===== config.mk =====
export PLATFORM = sky130hd
export DESIGN_NAME = text_console_cell_renderer_flat
export DESIGN_NICKNAME = d
export VERILOG_FILES = /design/src/rtl/tccr_pkg.sv /design/src/rtl/tccr_if.sv /design/src/rtl/tccr_front.sv /design/src/rtl/tccr_back.sv /design/src/rtl/text_console_cell_renderer.sv /design/src/flat_wrapper.sv
export SDC_FILE = /design/constraint.sdc
export NUM_CORES = 1
export LEC_CHECK = 0
export BUFFER_PORTS_ARGS = -buffer_cell sky130_fd_sc_hd__buf_2
export CELL_PAD_IN_SITES_DETAIL_PLACEMENT = 0
export CELL_PAD_IN_SITES_GLOBAL_PLACEMENT = 1
export CORE_MARGIN = 2
export CORE_UTILIZATION = 40
export DETAILED_ROUTE_END_ITERATION = 8
export PLACE_DENSITY_LB_ADDON = 0.1
export REMOVE_ABC_BUFFERS = 1
export SLEW_MARGIN = 0
export SYNTH_ARGS = -nofsm -noshare
export SYNTH_HDL_FRONTEND = slang
export SYNTH_MEMORY_MAX_BITS = 65536
export SYNTH_SLANG_ARGS = --single-unit

===== constraint.sdc =====
create_clock -name i_clk -period 9.7 [get_ports i_clk]
set_clock_uncertainty 0.1 [all_clocks]
set_input_delay 1.94 -clock i_clk [delete_from_list [all_inputs] [get_ports i_clk]]
set_output_delay 1.94 -clock i_clk [all_outputs]
set_load 0.005 [all_outputs]

===== src/rtl/tccr_pkg.sv =====
// Shared types, codes, font lookup and pixel packing for the text console cell renderer.
package tccr_pkg;

    localparam int MaxColumns = 256;
    localparam int MaxRows    = 128;
    localparam int ColW       = $clog2(MaxColumns + 1);
    localparam int RowW       = $clog2(MaxRows + 1);
    localparam int QDepth     = 2;
    localparam int QPtrW      = $clog2(QDepth);

    localparam logic [2:0] CFG_ENABLE = 3'd0;
    localparam logic [2:0] CFG_COLS   = 3'd1;
    localparam logic [2:0] CFG_ROWS   = 3'd2;
    localparam logic [2:0] CFG_FMT    = 3'd3;
    localparam logic [2:0] CFG_FG     = 3'd4;
    localparam logic [2:0] CFG_BG     = 3'd5;

    localparam logic [7:0] CH_TAB   = 8'h09;
    localparam logic [7:0] CH_LF    = 8'h0a;
    localparam logic [7:0] CH_CR    = 8'h0d;
    localparam logic [7:0] CH_FIRST = 8'h20;
    localparam logic [7:0] CH_LAST  = 8'h7e;
    localparam logic [7:0] CH_QUEST = 8'h3f;

    localparam logic [1:0] FMT_XRGB = 2'd0;
    localparam logic [1:0] FMT_ARGB = 2'd1;
    localparam logic [1:0] FMT_BGRA = 2'd2;
    localparam logic [1:0] FMT_565  = 2'd3;

    typedef enum logic [2:0] {
        OP_NOP, OP_CLEAR, OP_CR, OP_NL, OP_TAB, OP_CHAR
    } t_op;

    typedef enum logic [1:0] {
        K_DRAW = 2'd0, K_SCROLL = 2'd1, K_CLEAR = 2'd2, K_FLUSH = 2'd3
    } t_kind;

    typedef enum logic [2:0] {
        B_IDLE, B_CLR1, B_CLR2, B_NL, B_NLF, B_PUT
    } t_bstate;

    typedef logic [4:0][6:0] t_glyph;

    typedef struct packed {
        t_op    op;
        t_glyph glyph;
    } t_entry;

    typedef struct packed {
        logic [ColW-1:0] cols;
        logic [RowW-1:0] rows;
    } t_geom;

    typedef struct packed {
        t_kind  kind;
        logic [7:0] col;
        logic [6:0] row;
        t_glyph glyph;
    } t_res;

    function automatic t_glyph g5(input logic [6:0] a, input logic [6:0] b,
                                  input logic [6:0] c, input logic [6:0] d,
                                  input logic [6:0] e);
        t_glyph g;
        g[0] = a; g[1] = b; g[2] = c; g[3] = d; g[4] = e;
        return g;
    endfunction

    function automatic t_glyph font(input logic [7:0] ch);
        t_glyph g;
        case (ch)
            8'h30: g = g5(7'h3e, 7'h51, 7'h49, 7'h45, 7'h3e);
            8'h31: g = g5(7'h00, 7'h42, 7'h7f, 7'h40, 7'h00);
            8'h32: g = g5(7'h42, 7'h61, 7'h51, 7'h49, 7'h46);
            8'h33: g = g5(7'h21, 7'h41, 7'h45, 7'h4b, 7'h31);
            8'h34: g = g5(7'h18, 7'h14, 7'h12, 7'h7f, 7'h10);
            8'h35: g = g5(7'h27, 7'h45, 7'h45, 7'h45, 7'h39);
            8'h36: g = g5(7'h3c, 7'h4a, 7'h49, 7'h49, 7'h30);
            8'h37: g = g5(7'h01, 7'h71, 7'h09, 7'h05, 7'h03);
            8'h38: g = g5(7'h36, 7'h49, 7'h49, 7'h49, 7'h36);
            8'h39: g = g5(7'h06, 7'h49, 7'h49, 7'h29, 7'h1e);
            8'h41: g = g5(7'h7e, 7'h11, 7'h11, 7'h11, 7'h7e);
            8'h42: g = g5(7'h7f, 7'h49, 7'h49, 7'h49, 7'h36);
            8'h43: g = g5(7'h3e, 7'h41, 7'h41, 7'h41, 7'h22);
            8'h44: g = g5(7'h7f, 7'h41, 7'h41, 7'h22, 7'h1c);
            8'h45: g = g5(7'h7f, 7'h49, 7'h49, 7'h49, 7'h41);
            8'h46: g = g5(7'h7f, 7'h09, 7'h09, 7'h09, 7'h01);
            8'h47: g = g5(7'h3e, 7'h41, 7'h49, 7'h49, 7'h7a);
            8'h48: g = g5(7'h7f, 7'h08, 7'h08, 7'h08, 7'h7f);
            8'h49: g = g5(7'h00, 7'h41, 7'h7f, 7'h41, 7'h00);
            8'h4a: g = g5(7'h20, 7'h40, 7'h41, 7'h3f, 7'h01);
            8'h4b: g = g5(7'h7f, 7'h08, 7'h14, 7'h22, 7'h41);
            8'h4c: g = g5(7'h7f, 7'h40, 7'h40, 7'h40, 7'h40);
            8'h4d: g = g5(7'h7f, 7'h02, 7'h0c, 7'h02, 7'h7f);
            8'h4e: g = g5(7'h7f, 7'h04, 7'h08, 7'h10, 7'h7f);
            8'h4f: g = g5(7'h3e, 7'h41, 7'h41, 7'h41, 7'h3e);
            8'h50: g = g5(7'h7f, 7'h09, 7'h09, 7'h09, 7'h06);
            8'h51: g = g5(7'h3e, 7'h41, 7'h51, 7'h21, 7'h5e);
            8'h52: g = g5(7'h7f, 7'h09, 7'h19, 7'h29, 7'h46);
            8'h53: g = g5(7'h46, 7'h49, 7'h49, 7'h49, 7'h31);
            8'h54: g = g5(7'h01, 7'h01, 7'h7f, 7'h01, 7'h01);
            8'h55: g = g5(7'h3f, 7'h40, 7'h40, 7'h40, 7'h3f);
            8'h56: g = g5(7'h1f, 7'h20, 7'h40, 7'h20, 7'h1f);
            8'h57: g = g5(7'h3f, 7'h40, 7'h38, 7'h40, 7'h3f);
            8'h58: g = g5(7'h63, 7'h14, 7'h08, 7'h14, 7'h63);
            8'h59: g = g5(7'h07, 7'h08, 7'h70, 7'h08, 7'h07);
            8'h5a: g = g5(7'h61, 7'h51, 7'h49, 7'h45, 7'h43);
            8'h20: g = g5(7'h00, 7'h00, 7'h00, 7'h00, 7'h00);
            8'h2e: g = g5(7'h00, 7'h00, 7'h60, 7'h00, 7'h00);
            8'h2c: g = g5(7'h00, 7'h20, 7'h40, 7'h00, 7'h00);
            8'h3a: g = g5(7'h00, 7'h00, 7'h36, 7'h00, 7'h00);
            8'h3b: g = g5(7'h00, 7'h20, 7'h46, 7'h00, 7'h00);
            8'h2d: g = g5(7'h00, 7'h08, 7'h08, 7'h08, 7'h00);
            8'h5f: g = g5(7'h40, 7'h40, 7'h40, 7'h40, 7'h40);
            8'h2f: g = g5(7'h20, 7'h10, 7'h08, 7'h04, 7'h02);
            8'h5c: g = g5(7'h02, 7'h04, 7'h08, 7'h10, 7'h20);
            8'h3e: g = g5(7'h00, 7'h41, 7'h22, 7'h14, 7'h08);
            8'h3c: g = g5(7'h08, 7'h14, 7'h22, 7'h41, 7'h00);
            8'h3d: g = g5(7'h00, 7'h14, 7'h14, 7'h14, 7'h00);
            8'h2b: g = g5(7'h00, 7'h08, 7'h3e, 7'h08, 7'h00);
            8'h21: g = g5(7'h00, 7'h00, 7'h5f, 7'h00, 7'h00);
            8'h3f: g = g5(7'h02, 7'h01, 7'h51, 7'h09, 7'h06);
            8'h5b: g = g5(7'h00, 7'h7f, 7'h41, 7'h00, 7'h00);
            8'h5d: g = g5(7'h00, 7'h00, 7'h41, 7'h7f, 7'h00);
            8'h28: g = g5(7'h41, 7'h22, 7'h1c, 7'h00, 7'h00);
            8'h29: g = g5(7'h00, 7'h00, 7'h1c, 7'h22, 7'h41);
            8'h23: g = g5(7'h14, 7'h7f, 7'h14, 7'h7f, 7'h14);
            default: g = g5(7'h7f, 7'h41, 7'h41, 7'h41, 7'h7f);
        endcase
        return g;
    endfunction

    function automatic logic [31:0] pack_pixel(input logic [1:0] fmt,
                                               input logic [23:0] rgb);
        logic [31:0] w;
        case (fmt)
            FMT_565:  w = {16'h0000, rgb[23:19], rgb[15:10], rgb[7:3]};
            FMT_BGRA: w = {8'hff, rgb[7:0], rgb[15:8], rgb[23:16]};
            FMT_ARGB: w = {8'hff, rgb};
            default:  w = {8'h00, rgb};
        endcase
        return w;
    endfunction

endpackage


===== src/rtl/tccr_if.sv =====
// Valid/ready channel interfaces for commands in and cell results out.
interface tccr_cmd_if;
    logic       valid;
    logic       ready;
    logic       command;
    logic [7:0] char_code;
    modport source (output valid, command, char_code, input ready);
    modport sink   (input valid, command, char_code, output ready);
endinterface

interface tccr_cell_if;
    logic        valid;
    logic        ready;
    logic [1:0]  kind;
    logic [7:0]  cell_column;
    logic [6:0]  cell_row;
    logic [6:0]  glyph_col0;
    logic [6:0]  glyph_col1;
    logic [6:0]  glyph_col2;
    logic [6:0]  glyph_col3;
    logic [6:0]  glyph_col4;
    logic [31:0] fg_pixel;
    logic [31:0] bg_pixel;
    logic        last;
    modport source (output valid, kind, cell_column, cell_row, glyph_col0, glyph_col1,
                    glyph_col2, glyph_col3, glyph_col4, fg_pixel, bg_pixel, last,
                    input ready);
    modport sink   (input valid, kind, cell_column, cell_row, glyph_col0, glyph_col1,
                    glyph_col2, glyph_col3, glyph_col4, fg_pixel, bg_pixel, last,
                    output ready);
endinterface


===== src/rtl/tccr_front.sv =====
// Command intake: classify, fold and look up glyph, then queue for the sequencer.
module tccr_front (
    input  logic            i_clk,
    input  logic            i_rst_n,
    input  logic            i_enabled,
    input  logic            i_valid,
    output logic            o_ready,
    input  logic            i_command,
    input  logic [7:0]      i_char_code,
    output logic            o_q_valid,
    output tccr_pkg::t_entry o_q_entry,
    input  logic            i_q_pop
);
    tccr_pkg::t_entry r_q [tccr_pkg::QDepth];
    logic [tccr_pkg::QPtrW-1:0] r_wr, r_rd;
    logic [tccr_pkg::QPtrW:0]   r_cnt;
    tccr_pkg::t_entry w_ent;
    logic [7:0]       w_ch;
    logic             w_push;

    always_comb begin
        w_ch = i_char_code;
        if (w_ch < tccr_pkg::CH_FIRST || w_ch > tccr_pkg::CH_LAST) begin
            w_ch = tccr_pkg::CH_QUEST;
        end else if (w_ch >= 8'h61 && w_ch <= 8'h7a) begin
            w_ch = w_ch - 8'h20;
        end
        w_ent.glyph = tccr_pkg::font(w_ch);
        if (i_command) begin
            w_ent.op = tccr_pkg::OP_CLEAR;
        end else if (!i_enabled) begin
            w_ent.op = tccr_pkg::OP_NOP;
        end else if (i_char_code == tccr_pkg::CH_CR) begin
            w_ent.op = tccr_pkg::OP_CR;
        end else if (i_char_code == tccr_pkg::CH_LF) begin
            w_ent.op = tccr_pkg::OP_NL;
        end else if (i_char_code == tccr_pkg::CH_TAB) begin
            w_ent.op    = tccr_pkg::OP_TAB;
            w_ent.glyph = '0;
        end else begin
            w_ent.op = tccr_pkg::OP_CHAR;
        end
    end

    assign o_ready   = (r_cnt != (tccr_pkg::QPtrW+1)'(tccr_pkg::QDepth));
    assign w_push    = i_valid && o_ready;
    assign o_q_valid = (r_cnt != '0);
    assign o_q_entry = r_q[r_rd];

    always_ff @(posedge i_clk) begin
        if (!i_rst_n) begin
            r_wr  <= '0;
            r_rd  <= '0;
            r_cnt <= '0;
        end else begin
            if (w_push) begin
                r_wr <= r_wr + 1'b1;
            end
            if (i_q_pop) begin
                r_rd <= r_rd + 1'b1;
            end
            r_cnt <= r_cnt + (tccr_pkg::QPtrW+1)'(w_push)
                           - (tccr_pkg::QPtrW+1)'(i_q_pop);
        end
    end

    always_ff @(posedge i_clk) begin
        if (w_push) begin
            r_q[r_wr] <= w_ent;
        end
    end

    a_no_overflow: assert property (@(posedge i_clk) disable iff (!i_rst_n)
        !(w_push && !i_q_pop && r_cnt == (tccr_pkg::QPtrW+1)'(tccr_pkg::QDepth)))
        else $error("queue overflow");
    a_no_underflow: assert property (@(posedge i_clk) disable iff (!i_rst_n)
        i_q_pop |-> r_cnt != '0)
        else $error("queue underflow");
    a_full_blocks: assert property (@(posedge i_clk) disable iff (!i_rst_n)
        r_cnt == (tccr_pkg::QPtrW+1)'(tccr_pkg::QDepth) |-> !o_ready)
        else $error("ready while full");
endmodule


===== src/rtl/tccr_back.sv =====
// Cursor sequencer: executes queued ops and emits cell results through hold and output registers.
module tccr_back (
    input  logic             i_clk,
    input  logic             i_rst_n,
    input  tccr_pkg::t_geom  i_geom,
    input  logic             i_q_valid,
    input  tccr_pkg::t_entry i_q_entry,
    output logic             o_q_pop,
    output logic             o_valid,
    input  logic             i_ready,
    output tccr_pkg::t_res   o_res,
    output logic             o_last
);
    tccr_pkg::t_bstate r_state, n_state;
    tccr_pkg::t_op     r_op, n_op;
    tccr_pkg::t_glyph  r_glyph, n_glyph;
    logic [tccr_pkg::ColW-1:0] r_col, n_col;
    logic [7:0]        r_row, n_row;
    tccr_pkg::t_res    r_hold, r_out, w_res;
    logic              r_hold_valid, r_out_valid, r_out_last;
    logic              w_out_free, w_en, w_prod;
    logic [7:0]        w_nl_row, w_rows;
    logic              w_scroll, w_wrap;
    logic [tccr_pkg::ColW-1:0] w_col_inc;

    assign w_out_free = !r_out_valid || i_ready;
    assign w_en       = !r_hold_valid || w_out_free;
    assign w_rows     = 8'(i_geom.rows);
    assign w_nl_row   = r_row + 8'd1;
    assign w_scroll   = (w_nl_row >= w_rows);
    assign w_wrap     = (r_col >= i_geom.cols);
    assign w_col_inc  = r_col + 1'b1;

    always_ff @(posedge i_clk) begin
        if (!i_rst_n) begin
            r_state <= tccr_pkg::B_IDLE;
            r_col   <= '0;
            r_row   <= '0;
        end else begin
            r_state <= n_state;
            r_col   <= n_col;
            r_row   <= n_row;
        end
    end

    always_ff @(posedge i_clk) begin
        r_op    <= n_op;
        r_glyph <= n_glyph;
    end

    always_comb begin
        n_state = r_state;
        n_op    = r_op;
        n_glyph = r_glyph;
        n_col   = r_col;
        n_row   = r_row;
        o_q_pop = 1'b0;
        w_prod  = 1'b0;
        w_res   = '0;
        case (r_state)
            tccr_pkg::B_IDLE: begin
                if (i_q_valid && w_en) begin
                    o_q_pop = 1'b1;
                    n_op    = i_q_entry.op;
                    n_glyph = i_q_entry.glyph;
                    case (i_q_entry.op)
                        tccr_pkg::OP_CLEAR: n_state = tccr_pkg::B_CLR1;
                        tccr_pkg::OP_CR:    n_col   = '0;
                        tccr_pkg::OP_NL:    n_state = tccr_pkg::B_NL;
                        tccr_pkg::OP_TAB:   n_state = tccr_pkg::B_PUT;
                        tccr_pkg::OP_CHAR:  n_state = tccr_pkg::B_PUT;
                        default:            n_state = tccr_pkg::B_IDLE;
                    endcase
                end
            end
            tccr_pkg::B_CLR1: begin
                if (w_en) begin
                    w_prod     = 1'b1;
                    w_res.kind = tccr_pkg::K_CLEAR;
                    n_state    = tccr_pkg::B_CLR2;
                end
            end
            tccr_pkg::B_CLR2: begin
                if (w_en) begin
                    w_prod     = 1'b1;
                    w_res.kind = tccr_pkg::K_FLUSH;
                    n_col      = '0;
                    n_row      = '0;
                    n_state    = tccr_pkg::B_IDLE;
                end
            end
            tccr_pkg::B_NL: begin
                if (w_en) begin
                    n_col = '0;
                    n_row = w_scroll ? r_row : w_nl_row;
                    if (w_scroll) begin
                        w_prod     = 1'b1;
                        w_res.kind = tccr_pkg::K_SCROLL;
                    end
                    n_state = tccr_pkg::B_NLF;
                end
            end
            tccr_pkg::B_NLF: begin
                if (w_en) begin
                    w_prod     = 1'b1;
                    w_res.kind = tccr_pkg::K_FLUSH;
                    n_state    = tccr_pkg::B_IDLE;
                end
            end
            tccr_pkg::B_PUT: begin
                if (w_en) begin
                    if (w_wrap) begin
                        n_col = '0;
                        n_row = w_scroll ? r_row : w_nl_row;
                        if (w_scroll) begin
                            w_prod     = 1'b1;
                            w_res.kind = tccr_pkg::K_SCROLL;
                        end
                    end else begin
                        if (r_row < w_rows) begin
                            w_prod      = 1'b1;
                            w_res.kind  = tccr_pkg::K_DRAW;
                            w_res.col   = r_col[7:0];
                            w_res.row   = r_row[6:0];
                            w_res.glyph = r_glyph;
                        end
                        n_col = w_col_inc;
                        if (!(r_op == tccr_pkg::OP_TAB && w_col_inc[1:0] != 2'd0)) begin
                            n_state = tccr_pkg::B_IDLE;
                        end
                    end
                end
            end
            default: n_state = tccr_pkg::B_IDLE;
        endcase
    end

    // Hold the newest result until the next one or the end of the item sets its last flag.
    logic w_load_last, w_load_mid;
    assign w_load_last = (r_state == tccr_pkg::B_IDLE) && r_hold_valid && w_out_free;
    assign w_load_mid  = (r_state != tccr_pkg::B_IDLE) && w_en && w_prod && r_hold_valid;

    always_ff @(posedge i_clk) begin
        if (!i_rst_n) begin
            r_hold_valid <= 1'b0;
            r_out_valid  <= 1'b0;
        end else begin
            if (w_load_last || w_load_mid) begin
                r_out_valid <= 1'b1;
            end else if (i_ready) begin
                r_out_valid <= 1'b0;
            end
            if (w_prod) begin
                r_hold_valid <= 1'b1;
            end else if (w_load_last) begin
                r_hold_valid <= 1'b0;
            end
        end
    end

    always_ff @(posedge i_clk) begin
        if (w_load_last || w_load_mid) begin
            r_out      <= r_hold;
            r_out_last <= w_load_last;
        end
        if (w_prod) begin
            r_hold <= w_res;
        end
    end

    assign o_valid = r_out_valid;
    assign o_res   = r_out;
    assign o_last  = r_out_last;

    a_hold_kept: assert property (@(posedge i_clk) disable iff (!i_rst_n)
        (r_hold_valid && !w_out_free) |=> r_hold_valid && $stable(r_hold))
        else $error("held result lost under stall");
    a_pop_idle: assert property (@(posedge i_clk) disable iff (!i_rst_n)
        o_q_pop |-> r_state == tccr_pkg::B_IDLE)
        else $error("pop while busy");
    a_reset_out: assert property (@(posedge i_clk)
        !i_rst_n |=> !r_out_valid && !r_hold_valid)
        else $error("output valid after reset");
endmodule


===== src/rtl/text_console_cell_renderer.sv =====
// Top level: configuration registers, pixel packing and channel wiring of the console renderer.
//   channel | dir | payload                                      | transfer
//   i_cmd   | in  | command, char_code                           | valid && ready
//   o_cell  | out | kind, cell_column, cell_row, glyph_col0..4,  | valid && ready
//           |     | fg_pixel, bg_pixel, last                     |
//   cfg     | in  | i_cfg_idx, i_cfg_data                        | i_cfg_we
// The sequencer picks each item up from the queue and then works it: a line wrap adds a
// cursor step before the character is drawn, and a tab draws blank cells until the column
// is a multiple of four. The two-entry command queue lets intake run ahead of the sequencer.
// Results leave through a hold register and an output register, so a stalled sink holds the
// sequencer only once both are full. Reset is synchronous and clears cursor and queue.
module text_console_cell_renderer (
    input  logic         i_clk,
    input  logic         i_rst_n,
    tccr_cmd_if.sink     i_cmd,
    tccr_cell_if.source  o_cell,
    input  logic         i_cfg_we,
    input  logic [2:0]   i_cfg_idx,
    input  logic [23:0]  i_cfg_data
);
    logic        r_enabled;
    logic [8:0]  r_cols;
    logic [7:0]  r_rows;
    logic [1:0]  r_fmt;
    logic [23:0] r_fg, r_bg;

    tccr_pkg::t_geom  w_geom;
    tccr_pkg::t_entry w_q_entry;
    tccr_pkg::t_res   w_res;
    logic             w_q_valid, w_q_pop;

    always_ff @(posedge i_clk) begin
        if (!i_rst_n) begin
            r_enabled <= 1'b0;
            r_cols    <= 9'd80;
            r_rows    <= 8'd25;
            r_fmt     <= tccr_pkg::FMT_XRGB;
            r_fg      <= 24'he8e8e8;
            r_bg      <= 24'h101820;
        end else if (i_cfg_we) begin
            case (i_cfg_idx)
                tccr_pkg::CFG_ENABLE: r_enabled <= i_cfg_data[0];
                tccr_pkg::CFG_COLS:   r_cols    <= i_cfg_data[8:0];
                tccr_pkg::CFG_ROWS:   r_rows    <= i_cfg_data[7:0];
                tccr_pkg::CFG_FMT:    r_fmt     <= i_cfg_data[1:0];
                tccr_pkg::CFG_FG:     r_fg      <= i_cfg_data;
                tccr_pkg::CFG_BG:     r_bg      <= i_cfg_data;
                default: ;
            endcase
        end
    end

    always_comb begin
        if (r_cols < 9'd4) begin
            w_geom.cols = tccr_pkg::ColW'(4);
        end else if (tccr_pkg::ColW'(r_cols) > tccr_pkg::ColW'(tccr_pkg::MaxColumns)) begin
            w_geom.cols = tccr_pkg::ColW'(tccr_pkg::MaxColumns);
        end else begin
            w_geom.cols = tccr_pkg::ColW'(r_cols);
        end
        if (r_rows == 8'd0) begin
            w_geom.rows = tccr_pkg::RowW'(1);
        end else if (tccr_pkg::RowW'(r_rows) > tccr_pkg::RowW'(tccr_pkg::MaxRows)) begin
            w_geom.rows = tccr_pkg::RowW'(tccr_pkg::MaxRows);
        end else begin
            w_geom.rows = tccr_pkg::RowW'(r_rows);
        end
    end

    tccr_front u_front (
        .i_clk       (i_clk),
        .i_rst_n     (i_rst_n),
        .i_enabled   (r_enabled),
        .i_valid     (i_cmd.valid),
        .o_ready     (i_cmd.ready),
        .i_command   (i_cmd.command),
        .i_char_code (i_cmd.char_code),
        .o_q_valid   (w_q_valid),
        .o_q_entry   (w_q_entry),
        .i_q_pop     (w_q_pop)
    );

    tccr_back u_back (
        .i_clk     (i_clk),
        .i_rst_n   (i_rst_n),
        .i_geom    (w_geom),
        .i_q_valid (w_q_valid),
        .i_q_entry (w_q_entry),
        .o_q_pop   (w_q_pop),
        .o_valid   (o_cell.valid),
        .i_ready   (o_cell.ready),
        .o_res     (w_res),
        .o_last    (o_cell.last)
    );

    assign o_cell.kind        = w_res.kind;
    assign o_cell.cell_column = w_res.col;
    assign o_cell.cell_row    = w_res.row;
    assign o_cell.glyph_col0  = w_res.glyph[0];
    assign o_cell.glyph_col1  = w_res.glyph[1];
    assign o_cell.glyph_col2  = w_res.glyph[2];
    assign o_cell.glyph_col3  = w_res.glyph[3];
    assign o_cell.glyph_col4  = w_res.glyph[4];
    assign o_cell.fg_pixel    = tccr_pkg::pack_pixel(r_fmt, r_fg);
    assign o_cell.bg_pixel    = tccr_pkg::pack_pixel(r_fmt, r_bg);
endmodule


===== src/flat_wrapper.sv =====
// flat-port wrapper written by rule: the top's interface ports become plain ports
module text_console_cell_renderer_flat 
  (i_clk, i_rst_n, i_cfg_we, i_cfg_idx, i_cfg_data, i_cmd_valid, i_cmd_command, i_cmd_char_code, i_cmd_ready, o_cell_valid, o_cell_kind, o_cell_cell_column, o_cell_cell_row, o_cell_glyph_col0, o_cell_glyph_col1, o_cell_glyph_col2, o_cell_glyph_col3, o_cell_glyph_col4, o_cell_fg_pixel, o_cell_bg_pixel, o_cell_last, o_cell_ready);
  tccr_cmd_if i_cmd_i ();
  tccr_cell_if o_cell_i ();
  input  logic i_clk;
  input  logic i_rst_n;
  input  logic i_cfg_we;
  input  logic [2:0] i_cfg_idx;
  input  logic [23:0] i_cfg_data;
  input wire logic [$bits(i_cmd_i.valid)-1:0] i_cmd_valid;
  input wire logic [$bits(i_cmd_i.command)-1:0] i_cmd_command;
  input wire logic [$bits(i_cmd_i.char_code)-1:0] i_cmd_char_code;
  output wire logic [$bits(i_cmd_i.ready)-1:0] i_cmd_ready;
  output wire logic [$bits(o_cell_i.valid)-1:0] o_cell_valid;
  output wire logic [$bits(o_cell_i.kind)-1:0] o_cell_kind;
  output wire logic [$bits(o_cell_i.cell_column)-1:0] o_cell_cell_column;
  output wire logic [$bits(o_cell_i.cell_row)-1:0] o_cell_cell_row;
  output wire logic [$bits(o_cell_i.glyph_col0)-1:0] o_cell_glyph_col0;
  output wire logic [$bits(o_cell_i.glyph_col1)-1:0] o_cell_glyph_col1;
  output wire logic [$bits(o_cell_i.glyph_col2)-1:0] o_cell_glyph_col2;
  output wire logic [$bits(o_cell_i.glyph_col3)-1:0] o_cell_glyph_col3;
  output wire logic [$bits(o_cell_i.glyph_col4)-1:0] o_cell_glyph_col4;
  output wire logic [$bits(o_cell_i.fg_pixel)-1:0] o_cell_fg_pixel;
  output wire logic [$bits(o_cell_i.bg_pixel)-1:0] o_cell_bg_pixel;
  output wire logic [$bits(o_cell_i.last)-1:0] o_cell_last;
  input wire logic [$bits(o_cell_i.ready)-1:0] o_cell_ready;
  assign i_cmd_i.valid = i_cmd_valid;
  assign i_cmd_i.command = i_cmd_command;
  assign i_cmd_i.char_code = i_cmd_char_code;
  assign i_cmd_ready = i_cmd_i.ready;
  assign o_cell_valid = o_cell_i.valid;
  assign o_cell_kind = o_cell_i.kind;
  assign o_cell_cell_column = o_cell_i.cell_column;
  assign o_cell_cell_row = o_cell_i.cell_row;
  assign o_cell_glyph_col0 = o_cell_i.glyph_col0;
  assign o_cell_glyph_col1 = o_cell_i.glyph_col1;
  assign o_cell_glyph_col2 = o_cell_i.glyph_col2;
  assign o_cell_glyph_col3 = o_cell_i.glyph_col3;
  assign o_cell_glyph_col4 = o_cell_i.glyph_col4;
  assign o_cell_fg_pixel = o_cell_i.fg_pixel;
  assign o_cell_bg_pixel = o_cell_i.bg_pixel;
  assign o_cell_last = o_cell_i.last;
  assign o_cell_i.ready = o_cell_ready;
  text_console_cell_renderer u_core (.i_clk(i_clk), .i_rst_n(i_rst_n), .i_cmd(i_cmd_i), .o_cell(o_cell_i), .i_cfg_we(i_cfg_we), .i_cfg_idx(i_cfg_idx), .i_cfg_data(i_cfg_data));
endmodule

==> out/qor.yml <==
clock_tree:
  path_clk_slew_ns: 0.06
  insertion_delay_ns: 0.53
  cts_root_buf: "clkbuf_16"
  cts.repair.resized: 0
  cts.sinks: 314
  ctsHoldBuffers: 0
  post_cts_buffers: 0
  htree_levels: 2
  cts_tree: "done"
  cts_buffers: 36
  max-clock-path-buffers: 3
worst_setup_path:
  crit_buf_inv: 3
  crit_path_start_kind: "input port"
  worst-path-max-fanout: 23
  crit_family: "buffers and inverters"
  cp.required_ns: 9.96
  crit_path_end_kind: "register"
  path_cells: "buf_2, clkinv_1, nand2_1, clkinv_1, ha_1, nor2_1, a21oi_1, or3_1, a21oi_1, o21ai_0, a31oi_1"
  arrival_ns: 6.10
  crit_type: "in -> reg"
  cp_slowest_cell: "clkinv_1"
  crit_path_max_incr_delay_ns: 0.91
timing:
  final-setup-viol-count: 0
  max_freq_mhz: 171
  hold_violations: 0
  post-route-min-period_ns: 5.85
  finalMaxSlewViolations: 0
  slew_headroom_pct: 24.5
  finalCritPeriodShare_pct: 60.3
  worst_pin_slew_ns: 1.12
  setup_tns_ns: 0
  rsz0062_at_grt: "no"
  fin_ws_ns: 3.85
  whs_ns: 0.313
placement:
  dpl_cell_area_um2: 16600
  place_ws_ns: 3.45
  hpwl_um: 28800
  gp_congestion: 0.918
  io_buffers: 159
  placedCellCount: 2090
logic_synthesis:
  synth_top_family_by_area: "compound AO/OA/AOI/OAI gates"
  synth_flop_cell: "edfxtp_1"
  synth-simple-area-share_pct: 16.1
  synth_xor_xnor_area_share_pct: 1.19
  synth_area_per_cell_um2: 10.2
  synthAdderAreaFrac_pct: 4.05
  syn_area_um2: 15500
  synth_edf_count: 219
  netlist_top_cells_count: "242 x nand2_1, 219 x edfxtp_1, 120 x a21oi_1"
  synth_top_cell_by_area: "edfxtp_1"
  ys_top_cells_by_area: "edfxtp_1 43%, dfxtp_1 12%, nand2_1 5.9%"
  yosys_warnings: 0
  synth.area.mux_share_pct: 3.54
  synthCells: 1515
  synth-compound-area-share_pct: 16.1
  yosysTopAreaCellShare_pct: 42.5
  ys_seq_elements: 314
  synth.most_common_cell: "nand2_1"
  synth.distinct_cells: 71
  synth_seq_area_share_pct: 54.8
  async_flop_share_pct: 0
global_route:
  grt_pass1_wl_um: 68500
  antenna_found_initial: 1
  gr-total-overflow: 0
  grt_usage_pct: 21.7
  grt_start_max_net_pins: 58
  grt_pass1_vias: 11439
power:
  clkPwrFrac_pct: 33.3
  switching_power_mw: 1.13
  pwr_density_cell_nw_per_um2: 231
  power.leakage_nw: 6.63
  p_int_mw: 2.98
  swShare_pct: 27.4
  comb_power_share_pct: 18.1
  ir_worst_vdd_uv: 123
  power_frac_seq_pct: 48.7
routing:
  drt-initial-drc-count: 1037
  dr.pass1.iters: 5
  wirelength_um: 43900
  drc: 0
  routedWlPerCell_um: 20.3
  via_per_inst: 5.55
  postRouteAntennaNets: 0
  vias: 11981
layout:
  drive_gt1_share_pct: 17.8
  final_cells: 2157
  fin_area_um2: 17800
  final_nets: 1701
  fill_cells: 3669
  synthToLayoutAreaGrowth_pct: 15.1
run_status:
  status: "finished, final reports clean"
floorplanning:
  die_w_um: 201
  row_count: 72
  die_h_um: 201
  core-area_um2: 38400
  start_util_pct: 40.3
  ioPinCount: 160
  die_area_um2: 40200
run:
  maxCapViolations: 0
hold_path:
  hold_class: "reg -> reg"
## area by class of cell
| class | instances | area [um2] | share of cell area [%] |
|---|---|---|---|
| sequential | 314 | 8480 | 47.6 |
| multi-input combinational | 1046 | 6390 | 35.9 |
| timing repair buffer | 183 | 976 | 5.48 |
| clock buffer | 46 | 960 | 5.39 |
| tap | 518 | 648 | 3.64 |
| clock inverter | 20 | 231 | 1.30 |
| inverter | 29 | 109 | 0.612 |
| antenna | 1 | 2.50 | 0.0141 |
## worst paths after layout
check	start	endpoint	slack [ns]	depth (start not counted)
worst max-delay path	i_cmd_char_code[2]	u_core.u_front.r_q[0][32]	3.85	11
worst min-delay path	u_core.u_back.r_hold[4]	u_core.u_back.o_res[4]	0.31	0
worst max register to register	u_core.r_cols[4]	u_core.u_back.o_res[10]	4.93	12
worst min register to register	u_core.u_back.r_hold[4]	u_core.u_back.o_res[4]	0.31	0
## metal layers
| metal | up-vias | share of wire [%] | track usage (%) |
|---|---|---|---|
| met1 | 5801 | 49 | 33.2 |
| met2 | 409 | 42 | 31.1 |
| met4 | 0 | 1.8 | 5.37 |
| met3 | 63 | 6.8 | 4.76 |
| met5 | - | 0 | 0 |
| li1 | 5708 | - | - |
## cells by family after synthesis
group / Yosys count
buffers and inverters: 155
AOI/OAI and AO/OA: 386
muxes: 50
and+or+nand+nor: 539
xor gates and xnor gates: 21
adders and majority gates: 50
DFF: 314
## flip-flops by register name, indices dropped and copies added (netlist names), 2 cells and up, named ones only
| name | cells |
|---|---|
| u_core.u_back.r_glyph | 35 |
| u_core.u_back.r_col | 9 |
| u_core.u_back.r_row | 8 |
| u_core.u_back.o_res | 52 |
| u_core.u_front.r_cnt | 2 |
| u_core.r_fmt | 2 |
| u_core.r_cols | 9 |
| u_core.u_front.r_q | 76 |
| u_core.r_rows | 8 |
| u_core.u_back.r_state | 3 |
| u_core.r_bg | 24 |
| u_core.u_back.r_op | 3 |
| u_core.r_fg | 24 |
| u_core.u_back.r_hold | 52 |
## power by group through the flow
| stage | Combinational, mW | Sequential [mW] | Clock, mW |
|---|---|---|---|
| 5_1_grt | 0.825 | 2.04 | 1.46 |
| 3_3_place_gp | 0.747 | 2.02 | 0 |
| 4_1_cts | 0.756 | 2.01 | 1.41 |
| 6_report | 0.743 | 2.00 | 1.37 |
| 2_1_floorplan | 0.418 | 2.04 | 0 |
| 3_5_place_dp | 0.752 | 2.03 | 0 |
## per-stage QoR
step | power, mW | util (%)
floorplan | 2.46 | -
global placement | 2.77 | 43.3
CTS | 4.17 | 46.4
finish | 4.11 | 46.4
global route | 4.33 | 46.4
detailed placement | 2.78 | 43.3
## layout by cell type (no fill, tap or decap), types with 10 or more instances in the layout
| cell | instances |
|---|---|
| o211ai_1 | 10 |
| a211oi_1 | 10 |
| clkinv_1 | 10 |
| o22ai_1 | 11 |
| nand2_1 | 242 |
| a31oi_1 | 15 |
| nand2b_1 | 12 |
| buf_2 | 159 |
| inv_1 | 25 |
| buf_4 | 24 |
| o21ai_0 | 81 |
| a21oi_1 | 120 |
| ha_1 | 50 |
| xor2_1 | 12 |
| nor2b_1 | 15 |
| nor3_1 | 32 |
| mux2i_1 | 12 |
| a22o_1 | 32 |
| mux2_2 | 38 |
| edfxtp_1 | 219 |
| clkbuf_16 | 37 |
| dfxtp_1 | 95 |
| or3_1 | 11 |
| nand3_1 | 52 |
| a22oi_1 | 20 |
| nor2_1 | 77 |
| and2_1 | 52 |
Note: power is estimated with default switching activity, not from simulation.
